[config.mk]
export PLATFORM = sky130hd
export DESIGN_NAME = line_edit_echo
export DESIGN_NICKNAME = d
export VERILOG_FILES = /design/src/design/lee_pkg.sv /design/src/design/line_edit_echo.sv /design/src/design/lee_ram.sv /design/src/design/lee_front.sv /design/src/design/lee_back.sv
export SDC_FILE = /design/constraint.sdc
export NUM_CORES = 1
export LEC_CHECK = 0
export BUFFER_PORTS_ARGS = -buffer_cell sky130_fd_sc_hd__buf_4
export CAP_MARGIN = 20
export CORE_MARGIN = 2
export CORE_UTILIZATION = 60
export CTS_BUF_LIST = sky130_fd_sc_hd__clkbuf_16
export CTS_CLUSTER_DIAMETER = 30
export DETAILED_ROUTE_END_ITERATION = 6
export GPL_TIMING_DRIVEN = 0
export PLACE_DENSITY = 0.77
export SLEW_MARGIN = 15
export SYNTH_ARGS = -nofsm -noshare
export SYNTH_HDL_FRONTEND = slang
export SYNTH_SLANG_ARGS = --single-unit
[constraint.sdc]
create_clock -name i_clk -period 6.5 [get_ports i_clk]
set_clock_uncertainty 0.05 [all_clocks]
set_input_delay 1.3 -clock i_clk [delete_from_list [all_inputs] [get_ports i_clk]]
set_output_delay 1.3 -clock i_clk [all_outputs]
set_load 0.02 [all_outputs]
[src/design/lee_pkg.sv]
`timescale 1ns / 1ps
// ----------------------------------------------------------------------------
// lee_pkg
// Shared types and constants for the line editor: line geometry, byte codes,
// command kinds passed from the front end to the back end, and echo actions.
// ----------------------------------------------------------------------------
package lee_pkg;

    localparam int LINE_LEN = 40;
    localparam int ADDR_W   = $clog2(LINE_LEN);
    localparam int LEN_W    = $clog2(LINE_LEN + 1);

    localparam logic [7:0] BYTE_END    = 8'd4;
    localparam logic [7:0] BYTE_NL     = 8'd10;
    localparam logic [7:0] BYTE_KILL   = 8'd21;
    localparam logic [7:0] BYTE_WERASE = 8'd23;
    localparam logic [7:0] BYTE_SPACE  = 8'd32;
    localparam logic [7:0] BYTE_ERASE  = 8'd127;

    typedef enum logic [2:0] {
        ACT_ECHO = 3'd0,
        ACT_RUB  = 3'd1,
        ACT_NL   = 3'd2,
        ACT_BELL = 3'd3,
        ACT_END  = 3'd4
    } t_act;

    typedef enum logic [2:0] {
        CMD_END    = 3'd0,
        CMD_ERASE  = 3'd1,
        CMD_KILL   = 3'd2,
        CMD_WERASE = 3'd3,
        CMD_NL     = 3'd4,
        CMD_BELL   = 3'd5,
        CMD_PRINT  = 3'd6
    } t_kind;

    typedef struct packed {
        t_kind      kind;
        logic [7:0] ch;
    } t_cmd;

endpackage

[src/design/line_edit_echo.sv]
`timescale 1ns / 1ps
// ----------------------------------------------------------------------------
// line_edit_echo
// Canonical terminal line editor: stores typed characters and emits echo
// actions (echo, rub out, newline, bell, end of input) for the typed bytes.
// ----------------------------------------------------------------------------
// Timing: a byte's first result goes through the command queue and the output
// register (kill also through S_RUB). The back end takes one single-result
// byte per cycle while the output is free; rub-out runs give one result per
// cycle unless stalled; word erase walks S_WAIT and S_CHK for each examined
// character (one registered RAM read each), re-checking the turn to the word.
// Reset: synchronous, active low; clears line length, queue and output valid.
// ----------------------------------------------------------------------------
module line_edit_echo (
    input  logic        i_clk,
    input  logic        i_rst_n,
    // typed byte request
    input  logic        s_axis_tvalid,
    output logic        s_axis_tready,
    input  logic [7:0]  s_axis_tdata,   // [7:0] in_byte
    // echo action request
    output logic        m_axis_tvalid,
    input  logic        m_axis_tready,
    output logic [15:0] m_axis_tdata,   // [2:0] action, [10:3] echo_char, rest zero
    output logic        m_axis_tlast    // last action caused by the typed byte
);

    logic          cmd_valid;
    lee_pkg::t_cmd cmd;
    logic          cmd_pop;

    // Front end: decode each byte and queue it
    lee_front u_front (
        .i_clk       (i_clk),
        .i_rst_n     (i_rst_n),
        .i_s_tvalid  (s_axis_tvalid),
        .o_s_tready  (s_axis_tready),
        .i_s_tdata   (s_axis_tdata),
        .o_cmd_valid (cmd_valid),
        .o_cmd       (cmd),
        .i_cmd_pop   (cmd_pop)
    );

    // Back end: update the line and issue the echo actions
    lee_back u_back (
        .i_clk       (i_clk),
        .i_rst_n     (i_rst_n),
        .i_cmd_valid (cmd_valid),
        .i_cmd       (cmd),
        .o_cmd_pop   (cmd_pop),
        .o_m_tvalid  (m_axis_tvalid),
        .i_m_tready  (m_axis_tready),
        .o_m_tdata   (m_axis_tdata),
        .o_m_tlast   (m_axis_tlast)
    );

endmodule

[src/design/lee_ram.sv]
`timescale 1ns / 1ps
// ----------------------------------------------------------------------------
// lee_ram
// Generic single-write, single-read RAM with a registered read port.
// ----------------------------------------------------------------------------
module lee_ram #(
    parameter int WIDTH = 8,
    parameter int DEPTH = 40
) (
    input  logic                     i_clk,
    input  logic                     i_we,
    input  logic [$clog2(DEPTH)-1:0] i_waddr,
    input  logic [WIDTH-1:0]         i_wdata,
    input  logic [$clog2(DEPTH)-1:0] i_raddr,
    output logic [WIDTH-1:0]         o_rdata
);

    logic [WIDTH-1:0] r_mem [DEPTH];
    logic [WIDTH-1:0] r_rdata;

    always_ff @(posedge i_clk) begin
        if (i_we) begin
            r_mem[i_waddr] <= i_wdata;
        end
        r_rdata <= r_mem[i_raddr];
    end

    assign o_rdata = r_rdata;

endmodule

[src/design/lee_front.sv]
`timescale 1ns / 1ps
// ----------------------------------------------------------------------------
// lee_front
// Accepts typed bytes, decodes each into a command and holds the commands
// in a two-entry queue for the back end.
// ----------------------------------------------------------------------------
module lee_front (
    input  logic          i_clk,
    input  logic          i_rst_n,
    input  logic          i_s_tvalid,
    output logic          o_s_tready,
    input  logic [7:0]    i_s_tdata,
    output logic          o_cmd_valid,
    output lee_pkg::t_cmd o_cmd,
    input  logic          i_cmd_pop
);

    function automatic lee_pkg::t_kind classify(input logic [7:0] b);
        lee_pkg::t_kind k;
        if (b == lee_pkg::BYTE_END) begin
            k = lee_pkg::CMD_END;
        end else if (b == lee_pkg::BYTE_ERASE) begin
            k = lee_pkg::CMD_ERASE;
        end else if (b == lee_pkg::BYTE_KILL) begin
            k = lee_pkg::CMD_KILL;
        end else if (b == lee_pkg::BYTE_WERASE) begin
            k = lee_pkg::CMD_WERASE;
        end else if (b == lee_pkg::BYTE_NL) begin
            k = lee_pkg::CMD_NL;
        end else if (b < lee_pkg::BYTE_SPACE || b[7]) begin
            k = lee_pkg::CMD_BELL;
        end else begin
            k = lee_pkg::CMD_PRINT;
        end
        return k;
    endfunction

    lee_pkg::t_cmd r_q [2];
    logic          r_wp;
    logic          r_rp;
    logic [1:0]    r_cnt;
    logic          push;
    logic          pop;
    lee_pkg::t_cmd cmd_in;

    assign o_s_tready  = (r_cnt != 2'd2);
    assign push        = i_s_tvalid && o_s_tready;
    assign pop         = i_cmd_pop && (r_cnt != 2'd0);
    assign o_cmd_valid = (r_cnt != 2'd0);
    assign o_cmd       = r_q[r_rp];

    always_comb begin
        cmd_in.kind = classify(i_s_tdata);
        cmd_in.ch   = i_s_tdata;
    end

    always_ff @(posedge i_clk) begin
        if (push) begin
            r_q[r_wp] <= cmd_in;
        end
    end

    always_ff @(posedge i_clk) begin
        if (!i_rst_n) begin
            r_wp  <= 1'b0;
            r_rp  <= 1'b0;
            r_cnt <= 2'd0;
        end else begin
            if (push) begin
                r_wp <= ~r_wp;
            end
            if (pop) begin
                r_rp <= ~r_rp;
            end
            if (push && !pop) begin
                r_cnt <= r_cnt + 2'd1;
            end else if (pop && !push) begin
                r_cnt <= r_cnt - 2'd1;
            end
        end
    end

endmodule

[src/design/lee_back.sv]
`timescale 1ns / 1ps
// ----------------------------------------------------------------------------
// lee_back
// Carries out queued commands: keeps the line store and length, scans for
// word erase, and drives echo actions through an output register.
// ----------------------------------------------------------------------------
module lee_back (
    input  logic          i_clk,
    input  logic          i_rst_n,
    input  logic          i_cmd_valid,
    input  lee_pkg::t_cmd i_cmd,
    output logic          o_cmd_pop,
    output logic          o_m_tvalid,
    input  logic          i_m_tready,
    output logic [15:0]   o_m_tdata,
    output logic          o_m_tlast
);

    typedef enum logic [4:0] {
        S_IDLE = 5'b00001,
        S_WAIT = 5'b00010,
        S_CHK  = 5'b00100,
        S_RUB  = 5'b01000,
        S_ECHO = 5'b10000
    } t_bstate;

    localparam logic [lee_pkg::LEN_W-1:0] FULL = lee_pkg::LEN_W'(lee_pkg::LINE_LEN);
    localparam logic [lee_pkg::LEN_W-1:0] ONE  = lee_pkg::LEN_W'(1);

    t_bstate                     r_state, n_state;
    logic [lee_pkg::LEN_W-1:0]   r_len, n_len;
    logic [lee_pkg::LEN_W-1:0]   r_scan, n_scan;
    logic [lee_pkg::LEN_W-1:0]   r_cnt, n_cnt;
    logic                        r_want, n_want;
    logic [7:0]                  r_ch, n_ch;
    logic                        r_ovalid, n_ovalid;
    lee_pkg::t_act               r_act;
    logic [7:0]                  r_char;
    logic                        r_last;

    logic                        out_free;
    logic                        e_valid;
    lee_pkg::t_act               e_act;
    logic [7:0]                  e_char;
    logic                        e_last;
    logic                        we;
    logic [lee_pkg::ADDR_W-1:0]  waddr;
    logic [lee_pkg::ADDR_W-1:0]  raddr;
    logic [7:0]                  rdata;
    logic                        is_sp;

    lee_ram #(
        .WIDTH (8),
        .DEPTH (lee_pkg::LINE_LEN)
    ) u_store (
        .i_clk   (i_clk),
        .i_we    (we),
        .i_waddr (waddr),
        .i_wdata (i_cmd.ch),
        .i_raddr (raddr),
        .o_rdata (rdata)
    );

    assign out_free = !r_ovalid || i_m_tready;
    assign raddr    = (r_scan == '0) ? '0 : lee_pkg::ADDR_W'(r_scan - ONE);
    assign waddr    = (r_len < FULL) ? lee_pkg::ADDR_W'(r_len) : '0;
    assign is_sp    = (rdata == lee_pkg::BYTE_SPACE);

    always_comb begin
        n_state   = r_state;
        n_len     = r_len;
        n_scan    = r_scan;
        n_cnt     = r_cnt;
        n_want    = r_want;
        n_ch      = r_ch;
        e_valid   = 1'b0;
        e_act     = lee_pkg::ACT_ECHO;
        e_char    = 8'd0;
        e_last    = 1'b1;
        we        = 1'b0;
        o_cmd_pop = 1'b0;

        case (r_state)
            S_IDLE: begin
                if (i_cmd_valid && out_free) begin
                    o_cmd_pop = 1'b1;
                    case (i_cmd.kind)
                        lee_pkg::CMD_END: begin
                            e_valid = 1'b1;
                            e_act   = (r_len == '0) ? lee_pkg::ACT_END : lee_pkg::ACT_BELL;
                        end
                        lee_pkg::CMD_ERASE: begin
                            if (r_len != '0) begin
                                e_valid = 1'b1;
                                e_act   = lee_pkg::ACT_RUB;
                                n_len   = r_len - ONE;
                            end
                        end
                        lee_pkg::CMD_KILL: begin
                            if (r_len != '0) begin
                                n_cnt   = r_len;
                                n_len   = '0;
                                n_state = S_RUB;
                            end
                        end
                        lee_pkg::CMD_WERASE: begin
                            n_scan  = r_len;
                            n_want  = 1'b1;
                            n_state = S_WAIT;
                        end
                        lee_pkg::CMD_NL: begin
                            e_valid = 1'b1;
                            e_act   = lee_pkg::ACT_NL;
                            n_len   = '0;
                        end
                        lee_pkg::CMD_PRINT: begin
                            we = 1'b1;
                            e_valid = 1'b1;
                            if (r_len < FULL) begin
                                e_act  = lee_pkg::ACT_ECHO;
                                e_char = i_cmd.ch;
                                n_len  = r_len + ONE;
                            end else begin
                                // full line: newline first, echo follows
                                e_act   = lee_pkg::ACT_NL;
                                e_last  = 1'b0;
                                n_len   = ONE;
                                n_ch    = i_cmd.ch;
                                n_state = S_ECHO;
                            end
                        end
                        default: begin
                            e_valid = 1'b1;
                            e_act   = lee_pkg::ACT_BELL;
                        end
                    endcase
                end
            end
            S_WAIT: begin
                if (r_scan == '0) begin
                    n_cnt   = r_len - r_scan;
                    n_len   = r_scan;
                    n_state = (r_len == r_scan) ? S_IDLE : S_RUB;
                end else begin
                    n_state = S_CHK;
                end
            end
            S_CHK: begin
                if (is_sp == r_want) begin
                    n_scan  = r_scan - ONE;
                    n_state = S_WAIT;
                end else if (r_want) begin
                    // trailing spaces done, same entry now checked for the word
                    n_want = 1'b0;
                end else begin
                    n_cnt   = r_len - r_scan;
                    n_len   = r_scan;
                    n_state = (r_len == r_scan) ? S_IDLE : S_RUB;
                end
            end
            S_RUB: begin
                if (out_free) begin
                    e_valid = 1'b1;
                    e_act   = lee_pkg::ACT_RUB;
                    e_last  = (r_cnt == ONE);
                    n_cnt   = r_cnt - ONE;
                    if (r_cnt == ONE) begin
                        n_state = S_IDLE;
                    end
                end
            end
            S_ECHO: begin
                if (out_free) begin
                    e_valid = 1'b1;
                    e_act   = lee_pkg::ACT_ECHO;
                    e_char  = r_ch;
                    n_state = S_IDLE;
                end
            end
            default: begin
                n_state = S_IDLE;
            end
        endcase

        n_ovalid = e_valid ? 1'b1 : (r_ovalid && !i_m_tready);
    end

    always_ff @(posedge i_clk) begin
        if (!i_rst_n) begin
            r_state  <= S_IDLE;
            r_len    <= '0;
            r_ovalid <= 1'b0;
        end else begin
            r_state  <= n_state;
            r_len    <= n_len;
            r_ovalid <= n_ovalid;
        end
    end

    always_ff @(posedge i_clk) begin
        r_scan <= n_scan;
        r_cnt  <= n_cnt;
        r_want <= n_want;
        r_ch   <= n_ch;
        if (e_valid) begin
            r_act  <= e_act;
            r_char <= e_char;
            r_last <= e_last;
        end
    end

    assign o_m_tvalid = r_ovalid;
    assign o_m_tdata  = {5'd0, r_char, r_act};
    assign o_m_tlast  = r_last;

endmodule

==> flow_summary.json, run 1 <==
{
  "synthTopCellsByCount": "375 x edfxtp_1, 99 x nor2_1, 71 x clkbuf_1",
  "post-route-period-util": 0.831,
  "synthCells": 1310,
  "h-tree-depth": 3,
  "ys.flop_type": "edfxtp_1",
  "die_w_um": 176,
  "grt_pass1_vias": 12382,
  "arrival_ps": 5870,
  "wl_um": 50000,
  "yosysTopAreaCell": "edfxtp_1",
  "rows": 63,
  "grt_overflow_total": 0,
  "clk_pin_slew_ps": 50,
  "crit_required_ps": 6970,
  "first_iter_violations": 1815,
  "critPathKind": "flop to flop",
  "rsz0062_at_grt": "no",
  "final.setup.worst_slack_ps": 1100,
  "die-area_um2": 31100,
  "crit_chain": "inv_1 -> clkbuf_1 -> clkbuf_1 -> ha_1 -> or3b_2 -> clkbuf_1 -> o21ai_2 -> buf_2 -> buf_2 -> o221ai_1 -> a22oi_1 -> o2bb2ai_1 -> a22o_1",
  "start_util": 0.606,
  "synth_cell_types": 72,
  "clk_latency_ps": 580,
  "multi_input_area_um2": 5570,
  "regArea_um2": 11800,
  "first_pass_iters": 7,
  "dpl-instance-area_um2": 18600,
  "coreArea_um2": 29400,
  "slew_headroom": 0.236,
  "ant_nets": 0,
  "synth_top_area_share": 0.632,
  "grt_pass1_wl_um": 74300,
  "cts_made_buffers": 80,
  "p_leak_nw": 7.26,
  "clk_path_buf_depth": 3,
  "finalCriticalPeriod_ps": 5400,
  "syn2layout_area_growth_pct": 20.1,
  "post_synth_instance_area_um2": 17800,
  "antenna_cells": 0,
  "tightest_slew_ps": 1140,
  "rr_endpoint": "u_back.u_store.o_rdata[5]",
  "cts_tree": "yes",
  "fp.dieH_um": 176,
  "vias_per_cell": 6.80,
  "grtUsageTotal": 0.323,
  "r2r_cells": 13,
  "fin_hold_ws_ps": 454,
  "max_stage_delay_ps": 650,
  "port_buffers": 25,
  "fin_nets": 1451,
  "slew_viol_final": 0,
  "pre_cts_ws_ps": 1060,
  "power.density_nw_per_um2": 471,
  "max_freq_ghz": 0.185,
  "synth_area_leaders": "edfxtp_1 63%, mux2i_1 3.1%, dfxtp_1 2.8%, o211ai_1 2.4%, nor2_1 2.1%",
  "worstHoldStart": "u_front.r_rp",
  "place_congestion": 0.991,
  "wire_per_inst_um": 26.6,
  "status": "complete, no violations",
  "tns_ps": 0,
  "drv_cap": 0,
  "vdd_drop_max_uv": 339,
  "synthArstFlopShare": 0,
  "setup_viol": 0,
  "r2r-start": "u_back.r_scan[0]",
  "grt_max_degree": 43,
  "worstSetupEndpointType": "flop",
  "ioPinCount": 31,
  "post_cts_resized": 0,
  "dpl.hpwl_um": 31200,
  "reg2reg_slack_ps": 1100,
  "ys_seq_area_frac": 0.660,
  "design_area_um2": 21400,
  "crit_top_cell": "clkbuf_1",
  "synth.most_common_cell": "edfxtp_1",
  "min_path_type": "flop to flop",
  "synth_edf_count": 375,
  "worst-path-max-fanout": 11,
  "finalHoldViolations": 0,
  "avgSynthCellArea_um2": 13.6,
  "ys_seq_elements": 400,
  "slowest_stage": "o21ai_2",
  "antenna_found_initial": 1,
  "post_cts_buffers": 0,
  "clock_sinks": 400,
  "fillCellCount": 1846,
  "holdBufCountCts": 0,
  "num_vias": 12788,
  "cp-start-kind": "flop",
  "drc_errors": 0,
  "drive_gt1_frac": 0.158,
  "yosysWarnings": 0,
  "root_buffer": "clkbuf_16",
  "hold_depth": 2
}
## sequential cells by signal, summed over array words and instances, names as in the netlist, named ones only
signal	cells
u_back.o_m_tlast	1
u_back.o_m_tvalid	1
u_back.r_act	3
u_back.r_ch	8
u_back.r_char	8
u_back.r_cnt	6
u_back.r_len	6
u_back.r_scan	6
u_back.r_state	5
u_back.r_want	1
u_back.u_store.o_rdata	8
u_back.u_store.r_mem	320
u_front.r_cnt	2
u_front.r_q	22
u_front.r_rp	1
u_front.r_wp	1
## final cells by class
cell class / count / area share
multi-input combinational: 779 / 0.260
clock inverter: 68 / 0.0383
sequential: 400 / 0.550
timing repair buffer: 29 / 0.00983
inverter: 41 / 0.00720
tap: 390 / 0.0228
clock buffer: 80 / 0.0936
buffer: 94 / 0.0179
## report_power, final
part	switching, mW	internal [mW]	leakage, nW
registers	0.0884	3.18	3.59
clock network	1.46	2.77	1.37
logic	1.76	0.806	2.30
## worst max-delay path: cells and delay by family (launching register included)
kind	cells	cell delay, ps
simple gates	1	490
fa+ha+maj	1	410
buf+inv	6	2410
compound gates	5	1450
flops	1	530
## worst max-delay path by stage
| stage | from | to | slack, ps | cells past startpoint |
|---|---|---|---|---|
| 6_report | u_back.r_scan[0] | u_back.u_store.o_rdata[5] | 1100 | 13 |
| 5_1_grt | u_back.r_scan[0] | u_back.u_store.o_rdata[3] | 980 | 12 |
| 4_1_cts | u_back.r_scan[0] | u_back.u_store.o_rdata[3] | 900 | 12 |
| 3_5_place_dp | u_back.r_scan[0] | u_back.u_store.o_rdata[3] | 1060 | 12 |
| 3_3_place_gp | u_back.r_scan[0] | u_back.u_store.o_rdata[3] | 1220 | 12 |
| 2_1_floorplan | m_axis_tready | u_back.u_store.r_mem[32][0] | 2660 | 7 |
## through the flow
stage,util,instances,total power [mW]
3_3_place_gp,0.629,1729,5.70
3_5_place_dp,0.631,1733,5.76
6_report,0.727,1881,10.1
4_1_cts,0.727,1881,10.0
5_1_grt,0.727,1881,10.4
2_1_floorplan,-,1314,4.91
## layout by cell type, fill, tap and decap left out, drive strengths merged, types with 12 or more instances in the layout
| cell type | instances |
|---|---|
| xor2 | 12 |
| dfxtp | 25 |
| bufinv | 12 |
| nand2 | 54 |
| clkbuf | 151 |
| a22oi | 16 |
| a31oi | 13 |
| nor2 | 100 |
| clkinv | 27 |
| nand2b | 16 |
| nand3 | 25 |
| o211ai | 57 |
| o311ai | 14 |
| inv | 60 |
| o21ai | 53 |
| nor3 | 16 |
| o221ai | 39 |
| ha | 13 |
| a21oi | 46 |
| edfxtp | 375 |
| mux2i | 56 |
| mux2 | 28 |
| nand3b | 12 |
| buf | 52 |
| o21a | 13 |
| a211oi | 20 |
## cell families after synthesis
logic type | Yosys count | synth area share
AO/OA/AOI/OAI | 375 | 0.154
adder cells (fa/ha/maj) | 14 | 0.0103
XOR/XNOR | 17 | 0.00836
flip-flops | 400 | 0.660
other | 1 | 0.000211
multiplexers | 92 | 0.0593
AND/OR/NAND/NOR | 276 | 0.0776
buffers and inverters | 135 | 0.0301
## per-layer routing
layer	vias up	routed length, um	GRT usage
met4	0	2470	0.163
li1	5473	-	-
met2	947	23100	0.508
met5	-	0	0
met1	6187	18700	0.428
met3	181	5740	0.0698
(Power assumes the default switching activity.)
==> run 2: changes to the inputs <==
==> constraint.sdc (replaced) <==
create_clock -name i_clk -period 5.33 [get_ports i_clk]
set_clock_uncertainty 0.05 [all_clocks]
set_input_delay 1.066 -clock i_clk [delete_from_list [all_inputs] [get_ports i_clk]]
set_output_delay 1.066 -clock i_clk [all_outputs]
set_load 0.02 [all_outputs]
==> flow_summary.json, run 2 (synthesized netlist as in run 1, its figures left out) <==
{
  "first_iter_violations": 1833,
  "place_congestion": 0.991,
  "h-tree-depth": 3,
  "coreArea_um2": 29400,
  "status": "complete, no violations",
  "regMostFlops": "u_back.u_store.r_mem",
  "final_cell_mix": "375 x edfxtp_1, 99 x nor2_1, 80 x clkbuf_16, 70 x clkbuf_1, 57 x o211ai_1",
  "rows": 63,
  "final_common_cell": "edfxtp_1",
  "reg2reg_slack_ps": 130,
  "antenna_found_initial": 1,
  "cts_tree": "yes",
  "drive_gt1_frac": 0.159,
  "die-area_um2": 31100,
  "grtUsageTotal": 0.323,
  "dpl-instance-area_um2": 18600,
  "vdd_drop_max_uv": 414,
  "placed_cells": 1733,
  "setup_viol": 0,
  "dpl.hpwl_um": 31200,
  "clk_pin_slew_ps": 50,
  "first_pass_iters": 6,
  "port_buffers": 25,
  "grt_overflow_total": 0,
  "cts_made_buffers": 80,
  "worst-path-max-fanout": 11,
  "root_buffer": "clkbuf_16",
  "r2r_cells": 12,
  "finalHoldViolations": 0,
  "arrival_ps": 5620,
  "die_w_um": 176,
  "clk_path_buf_depth": 3,
  "clock_sinks": 400,
  "min_path_type": "flop to flop",
  "p_leak_nw": 7.26,
  "grt_pass1_wl_um": 74300,
  "wl_um": 50100,
  "finalCriticalPeriod_ps": 5200,
  "crit_required_ps": 5750,
  "grt_max_degree": 43,
  "stdcell_count": 1881,
  "vias_per_cell": 6.81,
  "rsz0062_at_grt": "no",
  "cp-start-kind": "flop",
  "num_vias": 12809,
  "total_power_mw": 12.3,
  "fin_nets": 1451,
  "multi_input_area_um2": 5570,
  "power.density_nw_per_um2": 574,
  "antenna_cells": 0,
  "crit_start": "u_back.r_scan[0]",
  "tightest_slew_ps": 1200,
  "drc_errors": 0,
  "largest_reg_flops": 320,
  "ioPinCount": 31,
  "top_regs": "u_back.u_store.r_mem x320, u_front.r_q x22",
  "ant_nets": 0,
  "drv_cap": 0,
  "regArea_um2": 11800,
  "fp.dieH_um": 176,
  "design_area_um2": 21400,
  "holdBufCountCts": 0,
  "syn2layout_area_growth_pct": 20.1,
  "r2r-start": "u_back.r_scan[0]",
  "start_util": 0.606,
  "critPathCapture": "u_back.u_store.o_rdata[3]",
  "grt_pass1_vias": 12355,
  "post-route-period-util": 0.976,
  "slew_headroom": 0.198,
  "fillCellCount": 1845,
  "critPathKind": "flop to flop",
  "slew_viol_final": 0,
  "max_freq_ghz": 0.192,
  "rr_endpoint": "u_back.u_store.o_rdata[3]",
  "wire_per_inst_um": 26.7,
  "worstSetupEndpointType": "flop",
  "clk_latency_ps": 590
}
-- run 2: cell counts in the layout (fill, tap and decap cells not counted) --
Identical to the previous run, type by type.
-- run 2: worst max-delay path, stage by stage (launching register included) --
cell      delay (ps)
edfxtp_1         530
inv_1            250
clkbuf_1         570
clkbuf_2         450
ha_1             360
nor4b_4          690
o21a_1           180
clkbuf_1         430
clkbuf_1         470
o311ai_0         240
o211ai_1         410
o211ai_1         220
a22o_1           240
-- run 2: repair_timing --
| action | in CTS | in global routing |
|---|---|---|
| gates resized for setup | 1 | 2 |
| buffers inserted | 0 | 0 |
| setup endpoints to repair | 8 | 19 |
-- run 2: layout make-up --
type | count | area share
multi-input cells | 779 | 0.260
well taps | 390 | 0.0228
inverters | 41 | 0.00719
clock buffers | 80 | 0.0936
plain buffers | 94 | 0.0180
clock inverters | 68 | 0.0383
repair buffers | 29 | 0.00983
flip-flops and latches | 400 | 0.550
-- run 2: metal layers --
metal | vias up | track usage | wire length [um]
met4 | 0 | 0.159 | 2460
met1 | 6229 | 0.427 | 18800
met3 | 174 | 0.0691 | 5660
li1 | 5463 | - | -
met5 | - | 0 | 0
met2 | 943 | 0.511 | 23200
-- run 2: metrics by stage --
stage	TNS [ps]	setup WS [ps]	util	hold slack, ps
after detailed placement	-321	-106	0.631	440
final	0	126	0.728	455
after CTS	0	22.6	0.727	454
after floorplan	0	1600	-	420
after global routing	0	60.0	0.728	500
after global placement	0	49.7	0.629	434
-- run 2: worst min path at each step --
stage | startpoint | endpoint | slack [ps] | cells after the start
after floorplan | u_front.r_cnt[1] | u_front.r_cnt[1] | 420 | 2
after CTS | u_front.r_rp | flop | 450 | 2
final | u_front.r_rp | flop | 450 | 2
after detailed placement | u_front.r_rp | flop | 440 | 2
after global routing | u_front.r_rp | flop | 500 | 2
after global placement | u_front.r_rp | flop | 430 | 2
-- run 2: power breakdown --
part	leakage (nW)	internal, mW	switching (mW)
combinational	2.30	0.984	2.16
sequential	3.59	3.88	0.107
clock	1.37	3.38	1.78
total	7.26	8.24	4.05
==> run 3: changes to the inputs <==
--- a/config.mk
+++ b/config.mk
@@ -7,6 +7,7 @@
 export LEC_CHECK = 0
 export BUFFER_PORTS_ARGS = -buffer_cell sky130_fd_sc_hd__buf_4
 export CAP_MARGIN = 20
+export CORE_ASPECT_RATIO = 1.75
 export CORE_MARGIN = 2
 export CORE_UTILIZATION = 60
 export CTS_BUF_LIST = sky130_fd_sc_hd__clkbuf_16
==> flow_summary.json, run 3 (synthesized netlist as in run 1, its figures left out) <==
{
  "status": "complete, no violations",
  "design_area_um2": 20000,
  "largest_reg_flops": 320,
  "wl_um": 47500,
  "dpl.hpwl_um": 33000,
  "antenna_found_initial": 0,
  "first_iter_violations": 1391,
  "finalCriticalPeriod_ps": 5090,
  "arrival_ps": 5500,
  "slew_viol_final": 0,
  "rows": 83,
  "placed_cells": 1726,
  "coreArea_um2": 29300,
  "max_stage_delay_ps": 590,
  "crit_required_ps": 5740,
  "clk_pin_slew_ps": 60,
  "clk_path_buf_depth": 3,
  "p_leak_nw": 6.59,
  "drv_cap": 0,
  "holdBufCountCts": 0,
  "grt_max_degree": 43,
  "wire_per_inst_um": 26.4,
  "root_buffer": "clkbuf_16",
  "worstSetupEndpointType": "flop",
  "die-area_um2": 31100,
  "rsz0062_at_grt": "no",
  "crit_top_cell": "clkbuf_1",
  "first_pass_iters": 5,
  "fin_nets": 1413,
  "num_vias": 12137,
  "syn2layout_area_growth_pct": 12.0,
  "slowest_stage": "nor4b_4",
  "antenna_cells": 0,
  "finalCoreUtilization": 0.681,
  "regMostFlops": "u_back.u_store.r_mem",
  "fp.dieH_um": 232,
  "top_regs": "u_back.u_store.r_mem x320, u_front.r_q x22",
  "power.density_nw_per_um2": 503,
  "drive_gt1_frac": 0.118,
  "slew_headroom": 0.243,
  "grt_overflow_total": 0,
  "cp-start-kind": "flop",
  "final.setup.worst_slack_ps": 242,
  "die_w_um": 134,
  "cts_tree": "yes",
  "setup_viol": 0,
  "port_buffers": 25,
  "vias_per_cell": 6.74,
  "clock_sinks": 400,
  "min_path_type": "flop to flop",
  "pre_cts_ws_ps": 5.51,
  "grt_pass1_wl_um": 71700,
  "max_freq_ghz": 0.197,
  "finalHoldViolations": 0,
  "stdcell_count": 1800,
  "critPathKind": "flop to flop",
  "dpl-instance-area_um2": 18500,
  "vdd_drop_max_uv": 432,
  "final_cell_mix": "375 x edfxtp_1, 99 x nor2_1, 70 x clkbuf_1, 57 x o211ai_1, 56 x mux2i_1",
  "drc_errors": 0,
  "crit_chain": "inv_1 -> clkbuf_1 -> clkbuf_2 -> ha_1 -> nor4b_4 -> o21a_1 -> clkbuf_1 -> clkbuf_1 -> o311ai_0 -> o211ai_1 -> o211ai_1 -> a22o_1",
  "ioPinCount": 31,
  "h-tree-depth": 2,
  "start_util": 0.608,
  "tightest_slew_ps": 1140,
  "final_common_cell": "edfxtp_1",
  "grtUsageTotal": 0.310,
  "worst-path-max-fanout": 11,
  "tns_ps": 0,
  "place_congestion": 0.970,
  "clk_latency_ps": 570,
  "post_cts_buffers": 0,
  "post-route-period-util": 0.955,
  "ant_nets": 0,
  "cts_made_buffers": 41,
  "grt_pass1_vias": 12119
}
[run 3: cell types whose count changed in the layout (fill, tap and decap cells not counted), moves of 2 or more]
| cell | before | now |
|---|---|---|
| clkbuf_16 | 80 | 41 |
| bufinv_16 | 12 | 4 |
| clkinvlp_4 | 10 | 2 |
| clkinv_2 | 10 | 4 |
| inv_6 | 13 | 7 |
| clkinv_4 | 8 | 3 |
| clkinv_1 | 5 | 2 |
| inv_8 | 0 | 3 |
| buf_2 | 12 | 14 |
| clkinv_16 | 2 | 0 |
[run 3: cell type report]
class	count	area, um2
Sequential cell	400	11800
Fill cell	2028	9330
Multi-Input combinational cell	779	5580
Clock buffer	41	1030
Tap cell	382	478
Buffer	94	384
Clock inverter	33	352
Timing Repair Buffer	30	213
Inverter	41	154
[run 3: through the flow]
stage               power [mW]  hold WS (ps)
detailed placement        7.06           443
global route              10.3           484
finish                    10.0           454
CTS                       9.95           460
floorplan                 5.99           420
global placement          6.99           437
[run 3: power by group]
group          internal, mW  switching, mW
sequential             3.87          0.114
clock                  1.64           1.27
combinational         0.985           2.14
[run 3: timing repair]
item	4_1_cts	5_1_grt
gates resized for setup	0	5
setup endpoints to repair	0	8
endpoints found under the hold margin	0	0
[run 3: path summary, 6_finish.rpt]
path	start	end	slack, ps	depth (start not counted)
min reg2reg	u_front.r_rp	flop	450	2
max reg2reg	u_back.r_scan[0]	u_back.u_store.o_rdata[3]	240	12
max	u_back.r_scan[0]	u_back.u_store.o_rdata[3]	240	12
min	u_front.r_rp	flop	450	2
[run 3: critical path: cells and delay by family, from the launching register on]
kind	cells	cell delay, ps
AND/OR/NAND/NOR	1	590
adder cells (fa/ha/maj)	1	360
AO/OA/AOI/OAI	5	1320
flip-flops	1	530
buffers and inverters	5	2120
[run 3: metal layers]
layer / GRT usage / routed length (um) / vias up
li1: - / - / 5344
met5: 0 / 0 / -
met1: 0.345 / 15900 / 5922
met4: 0.200 / 3240 / 0
met3: 0.0493 / 3620 / 184
met2: 0.546 / 24800 / 687
